### config.mk
export PLATFORM = sky130hd
export DESIGN_NAME = key_debounce_short_long_press
export DESIGN_NICKNAME = d
export VERILOG_FILES = /design/src/hw/rtl/kdsl_pkg.sv /design/src/hw/rtl/kdsl_evt_fifo.sv /design/src/hw/rtl/key_debounce_short_long_press.sv
export SDC_FILE = /design/constraint.sdc
export NUM_CORES = 1
export LEC_CHECK = 0
export ABC_AREA = 1
export BUFFER_PORTS_ARGS = -buffer_cell sky130_fd_sc_hd__buf_2
export CAP_MARGIN = 10
export CELL_PAD_IN_SITES_DETAIL_PLACEMENT = 1
export CELL_PAD_IN_SITES_GLOBAL_PLACEMENT = 1
export CORE_MARGIN = 2
export CORE_UTILIZATION = 48
export DETAILED_ROUTE_END_ITERATION = 6
export GPL_ROUTABILITY_DRIVEN = 1
export HOLD_SLACK_MARGIN = 0.05
export PLACE_DENSITY_LB_ADDON = 0.1
export SYNTH_ARGS = -nofsm -noshare
export SYNTH_HDL_FRONTEND = slang
export SYNTH_SLANG_ARGS = --single-unit
### constraint.sdc
create_clock -name clk -period 5.8 [get_ports clk]
set_clock_uncertainty 0.15 [all_clocks]
set_input_delay 0.58 -clock clk [delete_from_list [all_inputs] [get_ports clk]]
set_output_delay 0.58 -clock clk [all_outputs]
set_load 0.05 [all_outputs]
### src/hw/rtl/kdsl_pkg.sv
// ----------------------------------------------------------------------------
// kdsl_pkg
// Shared types, constants and helpers of the key debounce and press detector.
// ----------------------------------------------------------------------------
package kdsl_pkg;

	// key count and derived widths
	localparam int NUM_KEYS   = 4;
	localparam int IN_KEYS    = 4;
	localparam int KEY_W      = (NUM_KEYS > 1) ? $clog2(NUM_KEYS) : 1;
	localparam int KEY_EXT_W  = 5;

	// field and register widths
	localparam int CNT_W       = 10;
	localparam int DBN_W       = 8;
	localparam int LONG_W      = 10;
	localparam int MASK_W      = 4;
	localparam int LEVELS_W    = 4;
	localparam int CFG_IDX_W   = 2;
	localparam int CFG_DATA_W  = 10;
	localparam int IN_TDATA_W  = 8;
	localparam int OUT_TDATA_W = 8;
	localparam int EVT_KEY_W   = 2;

	// saturation value of the hold counter
	localparam logic [CNT_W-1:0] HOLD_MAX = 10'd1023;

	// event queue sizing
	localparam int FIFO_DEPTH = 4;
	localparam int FIFO_AW    = 2;
	localparam int FIFO_CNT_W = 3;
	localparam int TOK_W      = 4;

	// register indexes
	localparam logic [CFG_IDX_W-1:0] REG_DEBOUNCE   = 2'd0;
	localparam logic [CFG_IDX_W-1:0] REG_LONG       = 2'd1;
	localparam logic [CFG_IDX_W-1:0] REG_LONG_MASK  = 2'd2;
	localparam logic [CFG_IDX_W-1:0] REG_PRESS_LVL  = 2'd3;

	// per key phase
	typedef enum logic [3:0] {
		PH_IDLE     = 4'b0001,
		PH_DEBOUNCE = 4'b0010,
		PH_PRESSED  = 4'b0100,
		PH_LONGSENT = 4'b1000
	} phase_t;

	// one entry of the key state memory
	typedef struct packed {
		phase_t           phase;
		logic [CNT_W-1:0] cnt;
	} key_state_t;

	localparam key_state_t KEY_STATE_RST = '{phase: PH_IDLE, cnt: '0};

	// one press event
	typedef struct packed {
		logic [EVT_KEY_W-1:0] key_index;
		logic                 long_press;
		logic                 last_event;
	} event_t;

	// saturating increment of the hold counter
	function automatic logic [CNT_W-1:0] bump(input logic [CNT_W-1:0] c);
		logic [CNT_W-1:0] r;
		r = (c == HOLD_MAX) ? HOLD_MAX : c + 1'b1;
		return r;
	endfunction

endpackage

### src/hw/rtl/kdsl_evt_fifo.sv
// ----------------------------------------------------------------------------
// kdsl_evt_fifo
// Small event queue between the key state pipeline and the output stream.
// ----------------------------------------------------------------------------
module kdsl_evt_fifo (
	input  logic                       clk,
	input  logic                       arst_n,
	input  logic                       push,
	input  kdsl_pkg::event_t           push_evt,
	input  logic                       pop,
	output kdsl_pkg::event_t           head,
	output logic [kdsl_pkg::FIFO_CNT_W-1:0] count
);
	import kdsl_pkg::*;

	event_t               mem_q [FIFO_DEPTH];
	logic [FIFO_AW-1:0]   wr_ptr_q;
	logic [FIFO_AW-1:0]   rd_ptr_q;
	logic [FIFO_CNT_W-1:0] count_q;
	logic                 do_pop;

	assign do_pop = pop && (count_q != '0);
	assign head   = mem_q[rd_ptr_q];
	assign count  = count_q;

	// storage
	always_ff @(posedge clk) begin
		if (push) begin
			mem_q[wr_ptr_q] <= push_evt;
		end
	end

	// pointers and fill level
	always_ff @(posedge clk or negedge arst_n) begin
		if (!arst_n) begin
			wr_ptr_q <= '0;
			rd_ptr_q <= '0;
			count_q  <= '0;
		end else begin
			if (push) begin
				wr_ptr_q <= wr_ptr_q + 1'b1;
			end
			if (do_pop) begin
				rd_ptr_q <= rd_ptr_q + 1'b1;
			end
			if (push && !do_pop) begin
				count_q <= count_q + 1'b1;
			end else if (!push && do_pop) begin
				count_q <= count_q - 1'b1;
			end
		end
	end

endmodule

### src/hw/rtl/key_debounce_short_long_press.sv
// ----------------------------------------------------------------------------
// key_debounce_short_long_press
// Four-key debouncer with short-press and long-press event detection.
// ----------------------------------------------------------------------------
// Each input transfer is one scan tick carrying the pin level of every key.
// The per-key phase and hold counter live in a small synchronous memory that
// is read, updated and written back one key per cycle while the event queue
// has room, so a tick occupies the memory port for its NUM_KEYS keys, and
// ticks are taken back to back. One event is held back until the tick's last
// key is known, so the last event of a tick can be flagged with tlast. Events
// wait in a 4-entry queue; while the consumer stalls, key processing pauses
// once that queue could overflow. Key state resets to idle at once through
// per-entry valid bits, so no clearing pass follows reset.
// Registers may be written only while no tick is in progress.
module key_debounce_short_long_press (
	input  logic                                 clk,
	input  logic                                 arst_n,
	// input stream: tdata[3:0] key_levels, tdata[7:4] zero
	input  logic                                 s_axis_tvalid,
	output logic                                 s_axis_tready,
	input  logic [kdsl_pkg::IN_TDATA_W-1:0]      s_axis_tdata,
	// output stream: tdata[1:0] key_index, tdata[7:2] zero
	output logic                                 m_axis_tvalid,
	input  logic                                 m_axis_tready,
	output logic [kdsl_pkg::OUT_TDATA_W-1:0]     m_axis_tdata,
	// tuser[0] long_press
	output logic                                 m_axis_tuser,
	// last_event
	output logic                                 m_axis_tlast,
	// register write port
	input  logic                                 cfg_we,
	input  logic [kdsl_pkg::CFG_IDX_W-1:0]       cfg_index,
	input  logic [kdsl_pkg::CFG_DATA_W-1:0]      cfg_wdata
);
	import kdsl_pkg::*;

	// configuration registers
	logic [DBN_W-1:0]    dbn_q;
	logic [LONG_W-1:0]   long_q;
	logic [MASK_W-1:0]   mask_q;
	logic                level_q;

	// tick sequencer
	logic                busy_q;
	logic [KEY_W-1:0]    key_q;
	logic [LEVELS_W-1:0] levels_q;
	logic                issue;
	logic                last_issue;
	logic                space_ok;
	logic                accept;
	logic [KEY_EXT_W-1:0] iss_key_ext;
	logic                iss_down;

	// key state memory
	key_state_t          mem_q [NUM_KEYS];
	logic [NUM_KEYS-1:0] vld_q;
	key_state_t          rd_data_q;
	logic                wr_en;
	logic [KEY_W-1:0]    wr_addr;
	key_state_t          wr_data;

	// update stage
	logic                s1_valid;
	logic [KEY_W-1:0]    s1_key;
	logic                s1_down;
	logic                s1_last;
	logic                s1_fwd;
	key_state_t          s1_fwd_data;
	logic                s1_vld;
	key_state_t          cur;
	key_state_t          nxt;
	logic [CNT_W-1:0]    bumped;
	logic [KEY_EXT_W-1:0] s1_key_ext;
	logic                long_ok;
	logic                ev;
	logic                ev_long;
	event_t              new_evt;

	// pending event and queue
	logic                pend_valid_q;
	event_t              pend_q;
	logic                pend_valid_d;
	event_t              pend_d;
	logic                push;
	event_t              push_evt;
	event_t              head;
	logic [FIFO_CNT_W-1:0] fifo_count;
	logic [TOK_W-1:0]    tokens;

	// register writes
	always_ff @(posedge clk or negedge arst_n) begin
		if (!arst_n) begin
			dbn_q   <= 8'd3;
			long_q  <= 10'd80;
			mask_q  <= 4'd1;
			level_q <= 1'b0;
		end else if (cfg_we) begin
			case (cfg_index)
				REG_DEBOUNCE:  dbn_q   <= cfg_wdata[DBN_W-1:0];
				REG_LONG:      long_q  <= cfg_wdata[LONG_W-1:0];
				REG_LONG_MASK: mask_q  <= cfg_wdata[MASK_W-1:0];
				REG_PRESS_LVL: level_q <= cfg_wdata[0];
				default: begin
				end
			endcase
		end
	end

	// room check: every token in flight may land in the queue
	assign tokens   = TOK_W'(fifo_count) + TOK_W'(pend_valid_q) + TOK_W'(s1_valid);
	assign space_ok = tokens < TOK_W'(FIFO_DEPTH);

	assign issue         = busy_q && space_ok;
	assign last_issue    = (key_q == KEY_W'(NUM_KEYS - 1));
	assign s_axis_tready = !busy_q || (issue && last_issue);
	assign accept        = s_axis_tvalid && s_axis_tready;

	// walk the keys of the current tick
	always_ff @(posedge clk or negedge arst_n) begin
		if (!arst_n) begin
			busy_q <= 1'b0;
			key_q  <= '0;
		end else if (accept) begin
			busy_q <= 1'b1;
			key_q  <= '0;
		end else if (issue) begin
			if (last_issue) begin
				busy_q <= 1'b0;
			end else begin
				key_q <= key_q + 1'b1;
			end
		end
	end

	always_ff @(posedge clk) begin
		if (accept) begin
			levels_q <= s_axis_tdata[LEVELS_W-1:0];
		end
	end

	// pressed test of the key being issued
	assign iss_key_ext = KEY_EXT_W'(key_q);
	assign iss_down    = (iss_key_ext < KEY_EXT_W'(IN_KEYS)) &&
		(levels_q[iss_key_ext[1:0]] == level_q);

	// memory write port from the update stage
	assign wr_en   = s1_valid;
	assign wr_addr = s1_key;
	assign wr_data = nxt;

	// key state memory, registered read
	always_ff @(posedge clk) begin
		if (wr_en) begin
			mem_q[wr_addr] <= wr_data;
		end
		if (issue) begin
			rd_data_q <= mem_q[key_q];
		end
	end

	// entry valid bits give the reset state without a clearing pass
	always_ff @(posedge clk or negedge arst_n) begin
		if (!arst_n) begin
			vld_q <= '0;
		end else if (wr_en) begin
			vld_q[wr_addr] <= 1'b1;
		end
	end

	// read stage into update stage
	always_ff @(posedge clk or negedge arst_n) begin
		if (!arst_n) begin
			s1_valid <= 1'b0;
		end else begin
			s1_valid <= issue;
		end
	end

	always_ff @(posedge clk) begin
		if (issue) begin
			s1_key      <= key_q;
			s1_down     <= iss_down;
			s1_last     <= last_issue;
			s1_fwd      <= wr_en && (wr_addr == key_q);
			s1_fwd_data <= wr_data;
			s1_vld      <= vld_q[key_q];
		end
	end

	// forward a write to the same entry that raced the read
	always_comb begin
		if (s1_fwd) begin
			cur = s1_fwd_data;
		end else if (s1_vld) begin
			cur = rd_data_q;
		end else begin
			cur = KEY_STATE_RST;
		end
	end

	assign bumped     = bump(cur.cnt);
	assign s1_key_ext = KEY_EXT_W'(s1_key);
	assign long_ok    = (s1_key_ext < KEY_EXT_W'(IN_KEYS)) && mask_q[s1_key_ext[1:0]];

	// per key phase update
	always_comb begin
		nxt     = cur;
		ev      = 1'b0;
		ev_long = 1'b0;
		case (cur.phase)
			PH_IDLE: begin
				if (s1_down) begin
					nxt = '{phase: PH_DEBOUNCE, cnt: '0};
				end
			end
			PH_DEBOUNCE: begin
				if (s1_down) begin
					nxt.cnt = bumped;
					if (bumped >= CNT_W'(dbn_q)) begin
						nxt = '{phase: PH_PRESSED, cnt: '0};
					end
				end else begin
					nxt = KEY_STATE_RST;
				end
			end
			PH_PRESSED: begin
				if (!s1_down) begin
					ev  = 1'b1;
					nxt = KEY_STATE_RST;
				end else begin
					nxt.cnt = bumped;
					if (long_ok && (bumped >= long_q)) begin
						ev      = 1'b1;
						ev_long = 1'b1;
						nxt     = '{phase: PH_LONGSENT, cnt: '0};
					end
				end
			end
			default: begin
				if (!s1_down) begin
					nxt = KEY_STATE_RST;
				end
			end
		endcase
	end

	assign new_evt = '{key_index: s1_key_ext[EVT_KEY_W-1:0], long_press: ev_long,
		last_event: s1_last};

	// one event is held back until it is known whether it ends the tick
	always_comb begin
		push         = 1'b0;
		push_evt     = pend_q;
		pend_valid_d = pend_valid_q;
		pend_d       = pend_q;
		if (pend_valid_q && pend_q.last_event) begin
			push         = 1'b1;
			pend_valid_d = s1_valid && ev;
			pend_d       = new_evt;
		end else if (s1_valid && ev) begin
			if (pend_valid_q) begin
				push         = 1'b1;
				pend_valid_d = 1'b1;
				pend_d       = new_evt;
			end else if (s1_last) begin
				push         = 1'b1;
				push_evt     = new_evt;
				pend_valid_d = 1'b0;
			end else begin
				pend_valid_d = 1'b1;
				pend_d       = new_evt;
			end
		end else if (s1_valid && s1_last && pend_valid_q) begin
			push                = 1'b1;
			push_evt.last_event = 1'b1;
			pend_valid_d        = 1'b0;
		end
	end

	always_ff @(posedge clk or negedge arst_n) begin
		if (!arst_n) begin
			pend_valid_q <= 1'b0;
		end else begin
			pend_valid_q <= pend_valid_d;
		end
	end

	always_ff @(posedge clk) begin
		pend_q <= pend_d;
	end

	// event queue towards the output stream
	kdsl_evt_fifo u_evt_fifo (
		.clk      (clk),
		.arst_n   (arst_n),
		.push     (push),
		.push_evt (push_evt),
		.pop      (m_axis_tready),
		.head     (head),
		.count    (fifo_count)
	);

	assign m_axis_tvalid = (fifo_count != '0);
	assign m_axis_tdata  = OUT_TDATA_W'(head.key_index);
	assign m_axis_tuser  = head.long_press;
	assign m_axis_tlast  = head.last_event;

endmodule

==> impl_results.md <==
* Status: complete, no violations
* DR DRC count at 0
* Main combinational cell family by area after synthesis: simple AND/OR/NAND/NOR gates
* Vias in the first global route at 5765
* Most frequent CP cell: nand2_1
* RSZ-0062 raised after global routing: false
* PD cells at 634 nW/um^2
* Clock buffer depth at 2
* Initial antenna violation count at 0
* EDFF count, synth at 114
* Internal power at 0.00306 W
* Post-synthesis register bit count at 153
* Sinks on Clock Net at 153
* GRT overflow at 0
* Switch Pwr at 0.00212 W
* HPWL Detailed at 11500 um
* Leak pwr at 3.46 nW
* Die width at 127 um
* Reg2Reg Depth at 27
* Final period utilization at 89.3%
* Crit-path max cell delay at 0.69 ns
* Placed instance area at 7540 um^2
* Synth area leader: edfxtp_1
* IO Pins at 37
* Share of layout cells above drive strength 1 at 12.5%
* PortBufs at 26
* TNS Setup at 0 ns
* CTS root buf: clkbuf_16
* Final Cell Area at 8160 um^2
* Slew Viols, Final at 0
* Most frequent cell after synthesis: nand2_1
* Main flop type after synthesis: edfxtp_1
* H-tree Lvls at 4
* Slew margin rel. at 31.9%
* FP Rows at 44
* Sw frac at 40.9%
* Final Hold Viols at 0
* Detailed Routing Iterations Pass 1 at 4
* Min cycle time layout at 5.18 ns
* Netlist cell types at 39
* Finished Core Util at 55.7%
* Clock share of power at 22.6%
* CP Class: flip-flop to flip-flop
* Post-synthesis xor/xnor area fraction at 0.968%
* Post-Layout Cell Count at 953
* DRT iter0 DRCs at 246
* First-pass GRT wire length at 28500 um
* # Max-Cap Violations at 0
* Total Routing Usage GR at 22.8%
* Asr flop ratio synth at 25.5%
* Fmax achieved at 193 MHz
* Worst setup SP type: flip-flop
* Setup crit end kind: flip-flop
* CP Max Fanout at 14
* Post-synth top area share at 47.3%
* Multiplexer share of the synthesized area at 0.155%
* CP Data Arrival Time at 5.33 ns
* Largest net degree at the start of global routing at 40
* Post-cts sizing count at 0
* Routed length per placed instance at 17.8 um
* Synth Area in Adders at 4.77%
* Layout fillers at 1655
* Routability Congestion at 0.836
* Clk Latency, worst-skew pair at 0.42 ns
* Ant diodes at 0
* Slew at the pin closest to its max-slew limit at 1.02 ns
* Post-synthesis compound-gate area fraction at 8.83%
* Slowest CP cell: edfxtp_1
* Warnings from Yosys at 0
* TritonCTS clock tree: built
* Post-Synth Simple-Gate Area at 18.3%
* Post-Syn Instances at 725
* Synthesized area per cell at 9.99 um^2
* Drt total wl at 17000 um
* CTS clk-pin slew, worst paths at 0.06 ns
* DR vias at 5159
* Initial core utilization at 49.5%
* Worst VDD drop at 0.284 mV
* Area growth syn-to-layout at 12.7%
* Placed cells at 921
* Die Ht at 127 um
* Sequential share of the synthesized area at 60.8%
* CTS Buf Count at 17
* Hold Path Class: input port to async pin
* Critical Path RT at 5.95 ns
* Finish-stage setup viols at 0
* Reg power frac at 38.0%
* Mapped cell area at 7240 um^2
* Hold_buf cts at 0
* Core ar. at 14600 um^2
* Comb power frac at 39.3%
* Final #Nets at 808
* DRT antenna net count at 0
* Vias per inst at 5.41
* Die footprint at 16100 um^2
* Setup Fix Bufs, Post-CTS at 0
* Most frequent cells after synthesis: nand2_1, edfxtp_1, nor2_1
* Cells taking the most area after synthesis: edfxtp_1, dfrtp_1, nand2_1, o21ai_0, ha_1
kinds of logic after synthesis:
logic type	Yosys count
AND/OR/NAND/NOR	314
flip-flops	153
AO/OA/AOI/OAI	117
buffers and inverters	104
adder cells (fa/ha/maj)	27
XOR/XNOR	8
other	1
multiplexers	1
sequential cells by signal, indices dropped and copies added, names as in the netlist, 4 cells and up:
register          count
mem_q                56
u_evt_fifo.mem_q     16
rd_data_q            14
s1_fwd_data          14
long_q               10
dbn_q                 8
levels_q              4
mask_q                4
pend_q                4
vld_q                 4
worst max-delay path: cells and delay by family, from the launching register on:
family / cells / cell delay (ns)
and+or+nand+nor: 15 / 2.19
adders and majority gates: 4 / 1.07
DFF: 1 / 0.69
AOI/OAI and AO/OA: 4 / 0.52
buffers and inverters: 3 / 0.29
xor gates and xnor gates: 1 / 0.15
final timing paths:
path,from,endpoint,slack (ns)
max,s1_vld,u_evt_fifo.count[2],0.62
min,arst_n,u_evt_fifo.count[0],0.15
max reg2reg,s1_vld,u_evt_fifo.count[2],0.62
max in group asynchronous,arst_n,long_q[8],4.77
min in group clk,s_axis_tdata[3],levels_q[3],0.19
min reg2reg,vld_q[3],vld_q[3],0.33
layout by cell type, fill, tap and decap left out, types with 16 or more instances in the layout:
cell and instances:
a21oi_1 16, nand2_1 168, nand3_1 34, edfxtp_1 114, o21ai_0 70, inv_1 76
ha_1 26, nor2_1 75, clkbuf_16 17, o22ai_1 20, buf_2 26, dfrtp_1 34
per-layer routing:
metal	GRT usage, %	wire (um)	up-vias
met3	4.34	423	18
met5	0	0	-
met4	7.89	227	0
met2	41.5	8950	71
li1	-	-	2482
met1	27.0	7370	2588
metrics by stage:
| stage | total power (W) | hold slack [ns] | worst slack, ns |
|---|---|---|---|
| finish | 0.00517 | 0.153 | 0.622 |
| floorplan | 0.00338 | 0.134 | 1.69 |
| global placement | 0.00390 | 0.297 | 0.880 |
| global route | 0.00556 | 0.180 | 0.0224 |
| CTS | 0.00522 | 0.171 | 0.589 |
| detailed placement | 0.00402 | 0.309 | 0.700 |
power by group through the flow:
stage | clock network (W) | logic [W] | registers (W)
after global routing | 0.00122 | 0.00233 | 0.00201
final | 0.00117 | 0.00203 | 0.00197
after CTS | 0.00119 | 0.00206 | 0.00197
after global placement | 0 | 0.00193 | 0.00197
after detailed placement | 0 | 0.00203 | 0.00199
after floorplan | 0 | 0.00151 | 0.00187
area by class of cell:
type                       instances  area (um^2)  share of cell area [%]
clock buffer                      17          425                    5.21
clock inverter                    15          198                    2.42
inverter                          80          305                    3.74
multi-input combinational        473         2430                    29.8
sequential                       153         4410                    54.0
tap                              184          230                    2.82
timing repair buffer              31          168                    2.05
(Power assumes the default switching activity.)
